===== src/hw/rtl/gf48_pkg.sv =====
// ----------------------------------------------------------------------------
// gf48_pkg: shared types and constants of the GF(2^48) arithmetic unit
// Field width, derived counter widths, operation codes and the beat formats
// of the request and response channels.
// ----------------------------------------------------------------------------
package gf48_pkg;

   localparam int FIELD_BITS   = 48;
   localparam int POLY_W       = FIELD_BITS + 1;
   localparam int CNT_W        = $clog2(FIELD_BITS + 1);
   localparam int LEN_W        = $clog2(FIELD_BITS + 2);
   localparam int IDX_W        = $clog2(POLY_W);
   localparam int EUCLID_LIMIT = 4 * (FIELD_BITS + 2);
   localparam int ITER_W       = $clog2(EUCLID_LIMIT + 1);

   // Reset value of the field polynomial: x^48 + 1.
   localparam logic [POLY_W-1:0] POLY_RESET = {1'b1, {(FIELD_BITS-1){1'b0}}, 1'b1};

   localparam logic [2:0] OP_ADD = 3'd0;
   localparam logic [2:0] OP_MUL = 3'd1;
   localparam logic [2:0] OP_INV = 3'd2;
   localparam logic [2:0] OP_POW = 3'd3;
   localparam logic [2:0] OP_SQR = 3'd4;

   typedef struct packed {
      logic [2:0]            operation;
      logic [FIELD_BITS-1:0] operand_a;
      logic [FIELD_BITS-1:0] operand_b;
      logic [FIELD_BITS-1:0] exponent;
   } gf48_req_type;

   typedef struct packed {
      logic [FIELD_BITS-1:0] result;
      logic                  div_by_zero;
   } gf48_rsp_type;

endpackage


===== src/hw/rtl/gf2_48_arithmetic_unit.sv =====
// ----------------------------------------------------------------------------
// gf2_48_arithmetic_unit: GF(2^48) arithmetic unit
// Add, multiply, inverse, power and repeated squaring over a programmable
// degree-48 field polynomial, one request beat in and one response beat out.
// ----------------------------------------------------------------------------
// Operations: add and unused codes finish in the sequencer alone; multiply is
// one pass of the bit-serial multiplier; power does 48 squarings plus one
// multiply per set exponent bit; repeated squaring reduces the exponent mod
// 48, then squares that many times; inverse takes up to 200 Euclid steps.
// One beat is in work at a time: a new request is taken only in IDLE.
// Reset: synchronous, active high; polynomial returns to x^48 + 1.
// ----------------------------------------------------------------------------
module gf2_48_arithmetic_unit (
   input  logic                          clock,
   input  logic                          reset,
   input  logic                          req_valid,
   output logic                          req_stall,
   input  gf48_pkg::gf48_req_type        req_data,
   output logic                          rsp_valid,
   input  logic                          rsp_stall,
   output gf48_pkg::gf48_rsp_type        rsp_data,
   input  logic                          csr_wr_en,
   input  logic [gf48_pkg::POLY_W-1:0]   csr_wr_data
);
   import gf48_pkg::*;

   // The sequencer walks one request through the shared serial units. A
   // finished result parks in DONE until the output register is free, so a
   // new request can be taken while the previous response is still stalled.
   typedef enum logic [7:0] {
      ST_IDLE    = 8'b0000_0001,
      ST_MUL     = 8'b0000_0010,
      ST_POW_SQ  = 8'b0000_0100,
      ST_POW_MUL = 8'b0000_1000,
      ST_MOD     = 8'b0001_0000,
      ST_SQR     = 8'b0010_0000,
      ST_INV     = 8'b0100_0000,
      ST_DONE    = 8'b1000_0000
   } state_type;

   state_type state_ff, state_in;

   // Only the low taps are kept: the x^48 term is always taken as present,
   // so the top bit of a write carries no information.
   logic [FIELD_BITS-1:0] taps_ff;

   logic [FIELD_BITS-1:0] a_ff, a_in;
   logic [FIELD_BITS-1:0] b_ff, b_in;
   logic [FIELD_BITS-1:0] exp_ff, exp_in;
   logic [FIELD_BITS-1:0] acc_ff, acc_in;
   logic [FIELD_BITS-1:0] res_ff, res_in;
   logic                  dz_ff, dz_in;
   logic [CNT_W-1:0]      bitcnt_ff, bitcnt_in;
   logic [CNT_W-1:0]      rmod_ff, rmod_in;
   logic                  go_ff, go_in;
   logic                  rsp_valid_ff, rsp_valid_in;
   gf48_rsp_type          rsp_data_ff, rsp_data_in;

   logic                  accept;
   logic                  out_free;
   logic [CNT_W:0]        mod_sum;
   logic [CNT_W-1:0]      mod_next;

   logic                  mul_start, mul_done;
   logic [FIELD_BITS-1:0] mul_x, mul_y, mul_prod;
   logic                  inv_start, inv_done;
   logic [FIELD_BITS-1:0] inv_res;

   assign req_stall = (state_ff != ST_IDLE);
   assign accept    = req_valid && !req_stall;
   assign out_free  = !rsp_valid_ff || !rsp_stall;

   // Exponent mod 48, one exponent bit per cycle: the running remainder stays
   // below 48, so doubling plus one bit needs a single compare and subtract.
   assign mod_sum  = {rmod_ff, exp_ff[FIELD_BITS-1]};
   assign mod_next = (mod_sum >= (CNT_W+1)'(FIELD_BITS))
                     ? CNT_W'(mod_sum - (CNT_W+1)'(FIELD_BITS))
                     : mod_sum[CNT_W-1:0];

   // A launch is registered so that it follows the operand update.
   assign mul_start = go_ff && (state_ff != ST_INV);
   assign inv_start = go_ff && (state_ff == ST_INV);

   always_comb begin
      mul_x = acc_ff;
      mul_y = acc_ff;
      if (state_ff == ST_MUL) begin
         mul_x = a_ff;
         mul_y = b_ff;
      end else if (state_ff == ST_POW_MUL) begin
         mul_y = a_ff;
      end
   end

   gf48_mul u_mul (
      .clock   (clock),
      .reset   (reset),
      .start   (mul_start),
      .op_x    (mul_x),
      .op_y    (mul_y),
      .taps    (taps_ff),
      .done    (mul_done),
      .product (mul_prod)
   );

   gf48_inv u_inv (
      .clock  (clock),
      .reset  (reset),
      .start  (inv_start),
      .op_x   (a_ff),
      .taps   (taps_ff),
      .done   (inv_done),
      .result (inv_res)
   );

   always_comb begin
      state_in     = state_ff;
      a_in         = a_ff;
      b_in         = b_ff;
      exp_in       = exp_ff;
      acc_in       = acc_ff;
      res_in       = res_ff;
      dz_in        = dz_ff;
      bitcnt_in    = bitcnt_ff;
      rmod_in      = rmod_ff;
      go_in        = 1'b0;
      rsp_valid_in = rsp_valid_ff;
      rsp_data_in  = rsp_data_ff;

      if (rsp_valid_ff && !rsp_stall) begin
         rsp_valid_in = 1'b0;
      end

      unique case (state_ff)
         ST_IDLE: begin
            if (accept) begin
               a_in      = req_data.operand_a;
               b_in      = req_data.operand_b;
               exp_in    = req_data.exponent;
               bitcnt_in = CNT_W'(FIELD_BITS);
               rmod_in   = '0;
               res_in    = '0;
               dz_in     = 1'b0;
               unique case (req_data.operation)
                  OP_ADD: begin
                     res_in   = req_data.operand_a ^ req_data.operand_b;
                     state_in = ST_DONE;
                  end
                  OP_MUL: begin
                     go_in    = 1'b1;
                     state_in = ST_MUL;
                  end
                  OP_INV: begin
                     if (req_data.operand_a == '0) begin
                        dz_in    = 1'b1;
                        state_in = ST_DONE;
                     end else begin
                        go_in    = 1'b1;
                        state_in = ST_INV;
                     end
                  end
                  OP_POW: begin
                     acc_in   = FIELD_BITS'(1);
                     go_in    = 1'b1;
                     state_in = ST_POW_SQ;
                  end
                  OP_SQR: begin
                     acc_in   = req_data.operand_a;
                     state_in = ST_MOD;
                  end
                  default: begin
                     state_in = ST_DONE;
                  end
               endcase
            end
         end
         ST_MUL: begin
            if (mul_done) begin
               res_in   = mul_prod;
               state_in = ST_DONE;
            end
         end
         ST_POW_SQ: begin
            if (mul_done) begin
               acc_in = mul_prod;
               if (exp_ff[FIELD_BITS-1]) begin
                  go_in    = 1'b1;
                  state_in = ST_POW_MUL;
               end else if (bitcnt_ff == CNT_W'(1)) begin
                  res_in   = mul_prod;
                  state_in = ST_DONE;
               end else begin
                  exp_in    = {exp_ff[FIELD_BITS-2:0], 1'b0};
                  bitcnt_in = bitcnt_ff - CNT_W'(1);
                  go_in     = 1'b1;
               end
            end
         end
         ST_POW_MUL: begin
            if (mul_done) begin
               acc_in    = mul_prod;
               exp_in    = {exp_ff[FIELD_BITS-2:0], 1'b0};
               bitcnt_in = bitcnt_ff - CNT_W'(1);
               if (bitcnt_ff == CNT_W'(1)) begin
                  res_in   = mul_prod;
                  state_in = ST_DONE;
               end else begin
                  go_in    = 1'b1;
                  state_in = ST_POW_SQ;
               end
            end
         end
         ST_MOD: begin
            rmod_in   = mod_next;
            exp_in    = {exp_ff[FIELD_BITS-2:0], 1'b0};
            bitcnt_in = bitcnt_ff - CNT_W'(1);
            if (bitcnt_ff == CNT_W'(1)) begin
               if (mod_next == '0) begin
                  res_in   = acc_ff;
                  state_in = ST_DONE;
               end else begin
                  go_in    = 1'b1;
                  state_in = ST_SQR;
               end
            end
         end
         ST_SQR: begin
            if (mul_done) begin
               acc_in = mul_prod;
               if (rmod_ff == CNT_W'(1)) begin
                  res_in   = mul_prod;
                  state_in = ST_DONE;
               end else begin
                  rmod_in = rmod_ff - CNT_W'(1);
                  go_in   = 1'b1;
               end
            end
         end
         ST_INV: begin
            if (inv_done) begin
               res_in   = inv_res;
               state_in = ST_DONE;
            end
         end
         ST_DONE: begin
            if (out_free) begin
               rsp_valid_in            = 1'b1;
               rsp_data_in.result      = res_ff;
               rsp_data_in.div_by_zero = dz_ff;
               state_in                = ST_IDLE;
            end
         end
         default: begin
            state_in = ST_IDLE;
         end
      endcase
   end

   always_ff @(posedge clock) begin
      if (reset) begin
         state_ff     <= ST_IDLE;
         go_ff        <= 1'b0;
         rsp_valid_ff <= 1'b0;
         bitcnt_ff    <= '0;
         rmod_ff      <= '0;
         taps_ff      <= POLY_RESET[FIELD_BITS-1:0];
      end else begin
         state_ff     <= state_in;
         go_ff        <= go_in;
         rsp_valid_ff <= rsp_valid_in;
         bitcnt_ff    <= bitcnt_in;
         rmod_ff      <= rmod_in;
         if (csr_wr_en) begin
            taps_ff <= csr_wr_data[FIELD_BITS-1:0];
         end
      end
   end

   always_ff @(posedge clock) begin
      a_ff        <= a_in;
      b_ff        <= b_in;
      exp_ff      <= exp_in;
      acc_ff      <= acc_in;
      res_ff      <= res_in;
      dz_ff       <= dz_in;
      rsp_data_ff <= rsp_data_in;
   end

   assign rsp_valid = rsp_valid_ff;
   assign rsp_data  = rsp_data_ff;

   // A division-by-zero beat always carries a zero element.
   a_dz_zero: assert property (@(posedge clock) disable iff (reset)
      rsp_valid && rsp_data.div_by_zero |-> rsp_data.result == '0)
      else $error("div_by_zero beat with nonzero result");

   // A new response beat only appears out of the DONE state.
   a_rsp_from_done: assert property (@(posedge clock) disable iff (reset)
      $rose(rsp_valid) |-> $past(state_ff == ST_DONE))
      else $error("response beat raised outside DONE");

   // The multiplier only finishes while the sequencer waits for it.
   a_mul_done_state: assert property (@(posedge clock) disable iff (reset)
      mul_done |-> (state_ff == ST_MUL || state_ff == ST_POW_SQ ||
                    state_ff == ST_POW_MUL || state_ff == ST_SQR))
      else $error("multiplier finished with no waiting operation");

   // The inverter only finishes during an inverse operation.
   a_inv_done_state: assert property (@(posedge clock) disable iff (reset)
      inv_done |-> state_ff == ST_INV)
      else $error("inverter finished outside an inverse operation");

endmodule


===== src/hw/rtl/gf48_mul.sv =====
// ----------------------------------------------------------------------------
// gf48_mul: bit-serial field multiplier
// Shift-and-add multiplication, one bit of the second operand per cycle from
// the most significant bit, with reduction by the polynomial taps.
// ----------------------------------------------------------------------------
module gf48_mul (
   input  logic                            clock,
   input  logic                            reset,
   input  logic                            start,
   input  logic [gf48_pkg::FIELD_BITS-1:0] op_x,
   input  logic [gf48_pkg::FIELD_BITS-1:0] op_y,
   input  logic [gf48_pkg::FIELD_BITS-1:0] taps,
   output logic                            done,
   output logic [gf48_pkg::FIELD_BITS-1:0] product
);
   import gf48_pkg::*;

   logic [FIELD_BITS-1:0] acc_ff, acc_in;
   logic [FIELD_BITS-1:0] x_ff, x_in;
   logic [FIELD_BITS-1:0] y_ff, y_in;
   logic [CNT_W-1:0]      cnt_ff, cnt_in;
   logic                  busy_ff, busy_in;
   logic                  done_ff, done_in;

   always_comb begin
      acc_in  = acc_ff;
      x_in    = x_ff;
      y_in    = y_ff;
      cnt_in  = cnt_ff;
      busy_in = busy_ff;
      done_in = 1'b0;
      if (start) begin
         acc_in  = '0;
         x_in    = op_x;
         y_in    = op_y;
         cnt_in  = CNT_W'(FIELD_BITS);
         busy_in = 1'b1;
      end else if (busy_ff) begin
         acc_in = {acc_ff[FIELD_BITS-2:0], 1'b0}
                  ^ (acc_ff[FIELD_BITS-1] ? taps : '0)
                  ^ (y_ff[FIELD_BITS-1] ? x_ff : '0);
         y_in   = {y_ff[FIELD_BITS-2:0], 1'b0};
         cnt_in = cnt_ff - CNT_W'(1);
         if (cnt_ff == CNT_W'(1)) begin
            busy_in = 1'b0;
            done_in = 1'b1;
         end
      end
   end

   always_ff @(posedge clock) begin
      if (reset) begin
         busy_ff <= 1'b0;
         done_ff <= 1'b0;
         cnt_ff  <= '0;
      end else begin
         busy_ff <= busy_in;
         done_ff <= done_in;
         cnt_ff  <= cnt_in;
      end
   end

   always_ff @(posedge clock) begin
      acc_ff <= acc_in;
      x_ff   <= x_in;
      y_ff   <= y_in;
   end

   assign done    = done_ff;
   assign product = acc_ff;

endmodule


===== src/hw/rtl/gf48_inv.sv =====
// ----------------------------------------------------------------------------
// gf48_inv: serial extended Euclid inverter
// Polynomial Euclid with coefficient tracking. Alignment shifts move one bit
// per cycle and degree searches step one bit position per cycle.
// ----------------------------------------------------------------------------
module gf48_inv (
   input  logic                            clock,
   input  logic                            reset,
   input  logic                            start,
   input  logic [gf48_pkg::FIELD_BITS-1:0] op_x,
   input  logic [gf48_pkg::FIELD_BITS-1:0] taps,
   output logic                            done,
   output logic [gf48_pkg::FIELD_BITS-1:0] result
);
   import gf48_pkg::*;

   typedef enum logic [4:0] {
      IV_IDLE   = 5'b00001,
      IV_SEARCH = 5'b00010,
      IV_CHECK  = 5'b00100,
      IV_SHIFT  = 5'b01000,
      IV_FINAL  = 5'b10000
   } inv_state_type;

   inv_state_type state_ff, state_in;

   logic [POLY_W-1:0]     rem_ff, rem_in;
   logic [POLY_W-1:0]     cur_ff, cur_in;
   logic [POLY_W-1:0]     co_old_ff, co_old_in;
   logic [POLY_W-1:0]     co_cur_ff, co_cur_in;
   logic [POLY_W-1:0]     tmp_ff, tmp_in;
   logic [POLY_W-1:0]     tco_ff, tco_in;
   logic [LEN_W-1:0]      lr_ff, lr_in;
   logic [LEN_W-1:0]      la_ff, la_in;
   logic [LEN_W-1:0]      sh_ff, sh_in;
   logic [LEN_W-1:0]      srch_ff, srch_in;
   logic [ITER_W-1:0]     iter_ff, iter_in;
   logic [FIELD_BITS-1:0] res_ff, res_in;
   logic                  done_ff, done_in;

   logic [LEN_W-1:0]  srch_m1;
   logic [IDX_W-1:0]  srch_idx;
   logic [POLY_W-1:0] nrem;
   logic [POLY_W-1:0] nco;

   assign srch_m1  = srch_ff - LEN_W'(1);
   assign srch_idx = srch_m1[IDX_W-1:0];
   assign nrem     = rem_ff ^ tmp_ff;
   assign nco      = co_old_ff ^ tco_ff;

   always_comb begin
      state_in  = state_ff;
      rem_in    = rem_ff;
      cur_in    = cur_ff;
      co_old_in = co_old_ff;
      co_cur_in = co_cur_ff;
      tmp_in    = tmp_ff;
      tco_in    = tco_ff;
      lr_in     = lr_ff;
      la_in     = la_ff;
      sh_in     = sh_ff;
      srch_in   = srch_ff;
      iter_in   = iter_ff;
      res_in    = res_ff;
      done_in   = 1'b0;
      unique case (state_ff)
         IV_IDLE: begin
            if (start) begin
               rem_in    = {1'b1, taps};
               cur_in    = {1'b0, op_x};
               co_old_in = '0;
               co_cur_in = POLY_W'(1);
               lr_in     = LEN_W'(POLY_W);
               srch_in   = LEN_W'(FIELD_BITS);
               iter_in   = '0;
               state_in  = IV_SEARCH;
            end
         end
         IV_SEARCH: begin
            // Walk down from the highest possible bit to find the length.
            if (cur_ff[srch_idx] || srch_ff == LEN_W'(1)) begin
               la_in    = srch_ff;
               state_in = IV_CHECK;
            end else begin
               srch_in = srch_m1;
            end
         end
         IV_CHECK: begin
            if (iter_ff == ITER_W'(EUCLID_LIMIT) || cur_ff == '0) begin
               state_in = IV_FINAL;
            end else if (lr_ff >= la_ff) begin
               sh_in    = lr_ff - la_ff;
               tmp_in   = cur_ff;
               tco_in   = co_cur_ff;
               state_in = IV_SHIFT;
            end else begin
               // Remainder shorter than divisor: the pairs only trade places.
               rem_in    = cur_ff;
               cur_in    = rem_ff;
               lr_in     = la_ff;
               la_in     = lr_ff;
               co_old_in = co_cur_ff;
               co_cur_in = co_old_ff;
               iter_in   = iter_ff + ITER_W'(1);
            end
         end
         IV_SHIFT: begin
            if (sh_ff == '0) begin
               rem_in    = cur_ff;
               lr_in     = la_ff;
               co_old_in = co_cur_ff;
               cur_in    = nrem;
               co_cur_in = nco;
               iter_in   = iter_ff + ITER_W'(1);
               srch_in   = lr_ff - LEN_W'(1);
               state_in  = (nrem == '0) ? IV_CHECK : IV_SEARCH;
            end else begin
               tmp_in = {tmp_ff[POLY_W-2:0], 1'b0};
               tco_in = {tco_ff[POLY_W-2:0], 1'b0};
               sh_in  = sh_ff - LEN_W'(1);
            end
         end
         IV_FINAL: begin
            res_in   = co_old_ff[FIELD_BITS-1:0] ^ (co_old_ff[FIELD_BITS] ? taps : '0);
            done_in  = 1'b1;
            state_in = IV_IDLE;
         end
         default: begin
            state_in = IV_IDLE;
         end
      endcase
   end

   always_ff @(posedge clock) begin
      if (reset) begin
         state_ff <= IV_IDLE;
         done_ff  <= 1'b0;
         iter_ff  <= '0;
         sh_ff    <= '0;
         srch_ff  <= '0;
         lr_ff    <= '0;
         la_ff    <= '0;
      end else begin
         state_ff <= state_in;
         done_ff  <= done_in;
         iter_ff  <= iter_in;
         sh_ff    <= sh_in;
         srch_ff  <= srch_in;
         lr_ff    <= lr_in;
         la_ff    <= la_in;
      end
   end

   always_ff @(posedge clock) begin
      rem_ff    <= rem_in;
      cur_ff    <= cur_in;
      co_old_ff <= co_old_in;
      co_cur_ff <= co_cur_in;
      tmp_ff    <= tmp_in;
      tco_ff    <= tco_in;
      res_ff    <= res_in;
   end

   assign done   = done_ff;
   assign result = res_ff;

endmodule


===== config.mk =====
export PLATFORM = sky130hd
export DESIGN_NAME = gf2_48_arithmetic_unit
export DESIGN_NICKNAME = d
export VERILOG_FILES = /design/src/hw/rtl/gf48_pkg.sv /design/src/hw/rtl/gf2_48_arithmetic_unit.sv /design/src/hw/rtl/gf48_mul.sv /design/src/hw/rtl/gf48_inv.sv
export SDC_FILE = /design/constraint.sdc
export NUM_CORES = 2
export LEC_CHECK = 0
export BUFFER_PORTS_ARGS = -buffer_cell sky130_fd_sc_hd__buf_4
export CORE_MARGIN = 3
export CORE_UTILIZATION = 45
export CTS_CLUSTER_DIAMETER = 60
export DETAILED_ROUTE_END_ITERATION = 10
export PLACE_DENSITY = 0.7
export SKIP_LAST_GASP = 1
export SYNTH_ARGS = -nofsm -noshare
export SYNTH_HDL_FRONTEND = slang
export SYNTH_SLANG_ARGS = --single-unit

===== constraint.sdc =====
create_clock -name clock -period 19 [get_ports clock]
set_input_delay 1.9 -clock clock [delete_from_list [all_inputs] [get_ports clock]]
set_output_delay 1.9 -clock clock [all_outputs]
set_load 0.05 [all_outputs]

Yosys cells after proc, flatten, opt, wreduce, memory -nomap -nowiden
Index checks and enable logic that the tools add are counted.

Add/subtract/negate cells: 9. Multiply operators: 0. Div/mod/pow operators: 0. Order comparisons: 3. Eq/ne operators: 49. Shift operators: 0. Mux-type cells: 139. Bitwise operators: 7. Reduce and logical (&&, ||, !) cells: 42.

Operators with widths (count): $mux 48 (26); $mux 49 (22); $pmux 49 s3 (4); $pmux 48 s7 (1); $pmux 49 s2 (2); $pmux 48 s2 (2); $pmux 48 s4 (1); $xor 48x48->48 (4); $mux 6 (24); $mux 8 (18); $logic_not 49->1 (2); $xor 49x49->49 (2); $pmux 8 s8 (1); $pmux 6 s3 (3); $logic_not 48->1 (1); $sub 6x1->6 const B (6); $pmux 8 s4 (1); $reduce_and 4->1 (7); $ne 2x2->1 const B (13); $mux 5 (5); $eq 6x1->1 const B (4); $pmux 6 s2 (2); $pmux 6 s4 (1); $pmux 8 s3 (1); other kinds (50) (96).

Register bits: 892. Bits in latches: 0. Bits in writable memories: 0. Bits in read-only memories: 0. Bits of input ports: 201. Output and inout bits: 51. Word-level logic and storage cells: 285. Memories: 0.

Longest topological paths before layout
Word-level depth: 6. Gate-level depth with buffers: 14. Mapped depth without buffers: 12.

By module
Synthesis repeated with hierarchy kept, for this count alone.

Cell total of the unflattened synthesis: 3635. Area total of the unflattened synthesis: 42059.1 µm².

Modules (own cells, without submodules): gf48_inv (times used 1, cells an instance 1756, area each 18421.4 µm², seq. area each 11030.6 µm²); gf2_48_arithmetic_unit (times used 1, cells an instance 1318, area each 16410.7 µm², seq. area each 10109.7 µm²); gf48_mul (times used 1, cells an instance 561, area each 7226.9 µm², seq. area each 4003.8 µm²).

Worst setup path after synthesis
No wires, ideal clock.

Path type: flip-flop to flip-flop. Start: reg u_inv.lr_ff[0]. End: reg u_inv.lr_ff[0]. Setup time: 76 ps. Arrival time: 6593 ps. Data required time: 18924 ps. Path slack: 12331 ps. Cell stages (with the launch flop): 13. Buffers on the path: 1. Clock period less this slack: 6669 ps. Cell sequence: dfxtp_1 inv_1 ha_1 inv_1 fa_1 a21o_1 a21oi_1 o21ai_0 a21oi_1 o2111ai_1 buf_2 inv_1 o221a_2.

Cells in the longest elaborated chain, start to end: 3.

RTL lines: from (decl) (line gf48_inv.sv:33) `logic [LEN_W-1:0] lr_ff, lr_in;`; from (signal assigned) (line gf48_inv.sv:149) `lr_ff <= lr_in;`; $ge 6x6->1 (line gf48_inv.sv:91) `end else if (lr_ff >= la_ff) begin`; $ne 2x2->1 (no source line); $reduce_and 5->1 (no source line).

Every way passes these cells. A chain may end at the register's enable or synchronous reset.

Worst setup path in the final report
Start: reg state_ff[2]. End: reg u_inv.co_old_ff[0], enable pin.

Cells in the longest elaborated chain, start to end: 4.

RTL lines: from (decl) (line gf2_48_arithmetic_unit.sv:41) `state_type state_ff, state_in;`; from (signal assigned) (line gf2_48_arithmetic_unit.sv:268) `state_ff <= state_in;`; $eq 8x7->1 (line gf2_48_arithmetic_unit.sv:82) `assign inv_start = go_ff && (state_ff == ST_INV);`; $logic_and 1x1->1 (line gf2_48_arithmetic_unit.sv:82); $ne 2x2->1 (no source line); $reduce_and 5->1 (no source line); to (signal assigned) (line gf48_inv.sv:157) `co_old_ff <= co_old_in;`; to (decl) (line gf48_inv.sv:29) `logic [POLY_W-1:0] co_old_ff, co_old_in;`.

Every way passes these cells.

==> results.tsv <==
stage	metric	value	unit
grt	first-pass GRT wire length	175000	um
worst_setup_path	CP max FO	126	
timing	unrepaired setup endpoints after global routing	false	
timing	Clock Skews	0.0281	ns
cts	hold buffer count at CTS	0	
logic_synthesis	Post-Synth Simple-Gate Area	14.8	%
drt	drt wl/cell	22.7	um
timing	Max Slew Vio Count	0	
power_and_ir_drop	maximum VDD drop	126	uV
cts	Clk Tree Root Cell	clkbuf_16	
cts	post-CTS sizing	0	
drt	drt pass-1 iters	11	
worst_setup_path	Worst setup SP type	register	
place	PortBufs	250	
cts	Setup Fix Bufs, Post-CTS	0	
floorplanning	Die X-Extent	307	um
timing	worst-margin pin slew	1.36	ns
finish	fillers	7739	
logic_synthesis	mux contribution to synthesized area	4.34	%
finish	Final nets	4112	
cts	CTS max path bufs	3	
floorplanning	initial core utilization	45.8	%
floorplanning	CORE AREA	89200	um^2
cts	CTS Buf Count	92	
power_and_ir_drop	leak pwr	17.5	nW
finish	ratio of cells with drive above 1 in the final layout	12.1	%
power_and_ir_drop	Comb pwr share	21.1	%
cts	CTS clk-pin slew, worst paths	0.06	ns
finish	Non-Filler Instances	5130	
min_path	Hold Path Class	register to register	
logic_synthesis	Synth Area in Adders	0.723	%
logic_synthesis	Avg Inst Size Synth	10.9	um^2
floorplanning	IO Pins	252	
logic_synthesis	synthesized net count	3959	
logic_synthesis	Mapped Area	40800	um^2
drt	Met3 Wirelength	10100	um
finish	area grow syn2layout	14.4	%
worst_setup_path	crit path kind	register to register	
timing	Final Hold Vio Count	0	
logic_synthesis	YS warnings	0	
timing	fmax	196	MHz
floorplanning	Die H	307	um
drt	highest routed layer	met4	
outcome	outcome	finished with violations	
logic_synthesis	Netlist cell types	70	
outcome	failing checks	DRC	
finish	design area	46700	um^2
cts	TritonCTS clock tree	done	
logic_synthesis	Mapped Cells	3735	
drt	met2 WL	54100	um
power_and_ir_drop	Sw Share	32.0	%
job	max_cap viols	0	
logic_synthesis	Compound-Gate Fraction of Synth Area	10.7	%
logic_synthesis	number of flops mapped to enable cells by yosys	728	
timing	Fin Setup TNS	0	ns
logic_synthesis	Post-Synth XOR/XNOR Area	4.82	%
drt	Final ANT Viol Nets	0	
logic_synthesis	Post-synth ARST share	0	%
timing	setup violators final	0	
timing	Max-slew headroom	9.58	%
place	placed cells	4959	
worst_setup_path	critical path arrival	5.37	ns
place	routability cong.	0.926	
grt	total gr overflow	0	
place	hpwl dp	75900	um
drt	DRC errors left	2	
cts	worst-skew pair later-pin latency	0.64	ns
logic_synthesis	leading register cell type out of synthesis	edfxtp_1	
floorplanning	Site Rows	109	
cts	clock sink count	892	
finish	most frequent cells in the layout	nand2_1, edfxtp_1, o21ai_0	
grt	largest net degree at the start of global routing	127	
grt	antenna violations before repair	0	
timing	period utilisation layout	26.9	%
logic_synthesis	#FFs+latches synth	892	
cts	H-tree depth reported by CTS	3	
power_and_ir_drop	internal power	0.00440	W
logic_synthesis	post-synthesis sequential area ratio	61.6	%
finish	antenna cells	0	
logic_synthesis	main combinational cell family by area after synthesis	simple AND/OR/NAND/NOR gates	
finish	most common cell after layout, fill and taps aside	nand2_1	
power_and_ir_drop	power share of the sequential group	50.8	%
drt	Iter 0 DRT Violations	3730	
grt	vias in the first global route	28363	
drt	M1 WL	47200	um
worst_setup_path	Worst Path Required	19.26	ns
grt	gr usage total	24.1	%
power_and_ir_drop	Sw Pwr	0.00208	W
drt	via/cell ratio	5.84	
power_and_ir_drop	clock group share of total power	28.1	%
drt	total number of vias	29948	
power_and_ir_drop	pwr dens	139	nW/um^2
worst_setup_path	Worst Setup End Kind	register	
timing	Final min period	5.11	ns
floorplanning	die area	94400	um^2
place	dpl cell area	43700	um^2
drt	final wirelength	117000	um
[critical path, stage by stage (launching register included)]
cell and delay (ns):
dfxtp_1 0.43, nor4_2 0.61, and4b_2 0.30, buf_4 0.67
a21o_1 0.25, o21a_1 0.36, o2111ai_1 0.16, buf_4 0.23
inv_8 0.59, buf_4 0.89
[layout make-up]
class / instances / area [um^2] / share of cell area, %
inverters: 95 / 368 / 0.787
well taps: 1165 / 1460 / 3.12
clock inverters: 43 / 385 / 0.825
repair buffers: 287 / 2150 / 4.61
multi-input cells: 2520 / 14600 / 31.2
flip-flops and latches: 892 / 25100 / 53.8
clock buffers: 128 / 2640 / 5.66
[metrics by stage]
stage / util (%) / hold slack (ns) / total power [W] / setup slack [ns]
after floorplan: - / 0.400 / 0.00417 / 12.33
after global placement: 49.0 / 0.400 / 0.00461 / 14.11
after detailed placement: 49.0 / 0.405 / 0.00466 / 14.03
after CTS: 52.4 / 0.416 / 0.00648 / 14.00
after global routing: 52.4 / 0.423 / 0.00677 / 13.62
final: 52.4 / 0.416 / 0.00648 / 13.89
[cells by family after synthesis]
family,count (synthesis)
compound gates,682
xor+xnor,224
fa+ha+maj,23
flops,892
buf+inv,323
simple gates,1429
mux,162
[Yosys cell counts, types with 20 or more instances]
library cell,number,area (um^2)
buf_1,20,75.1
a221o_1,29,290
xnor2_1,207,1810
nor2_1,234,878
nand3_1,27,135
and2_1,56,350
inv_1,94,353
dfxtp_1,164,3280
a21oi_1,90,450
nor4_1,37,231
edfxtp_1,728,21900
nor2b_1,24,150
mux2i_1,149,1490
a22o_1,49,429
ha_1,22,275
clkbuf_1,186,698
a222oi_1,66,661
nor3_1,44,220
o22ai_1,20,125
o21ai_0,344,1720
nand2_1,925,3470
[flip-flops by register name, indices dropped and copies added (netlist names), 49 cells and up]
signal / count
u_inv.tco_ff: 49
u_inv.tmp_ff: 49
rsp_data: 49
u_inv.cur_ff: 49
u_inv.co_old_ff: 49
u_inv.co_cur_ff: 49
u_inv.rem_ff: 49
[power by group through the flow]
stage                     sequential [W]  combinational, W  clock (W)
after global routing             0.00334           0.00151    0.00192
final                            0.00329           0.00137    0.00182
after floorplan                  0.00319          0.000982          0
after detailed placement         0.00331           0.00135          0
after CTS                        0.00327           0.00136    0.00184
after global placement           0.00329           0.00132          0
[layer usage]
layer	global-route usage, %	up-vias
li1	-	13643
met1	32.6	14602
met2	38.6	1463
met3	4.11	240
met4	10.3	0
met5	0	-
[worst paths after layout]
path	depth (start not counted)	startpoint	endpoint	slack, ns
worst min-delay path	0	res_ff[2]	rsp_data[3]	0.42
worst max-delay path	9	state_ff[2]	u_inv.co_old_ff[0]	13.89
worst max register to register	9	state_ff[2]	u_inv.co_old_ff[0]	13.89
worst min register to register	0	res_ff[2]	rsp_data[3]	0.42
No activity file was read; power rests on OpenSTA's default activity.
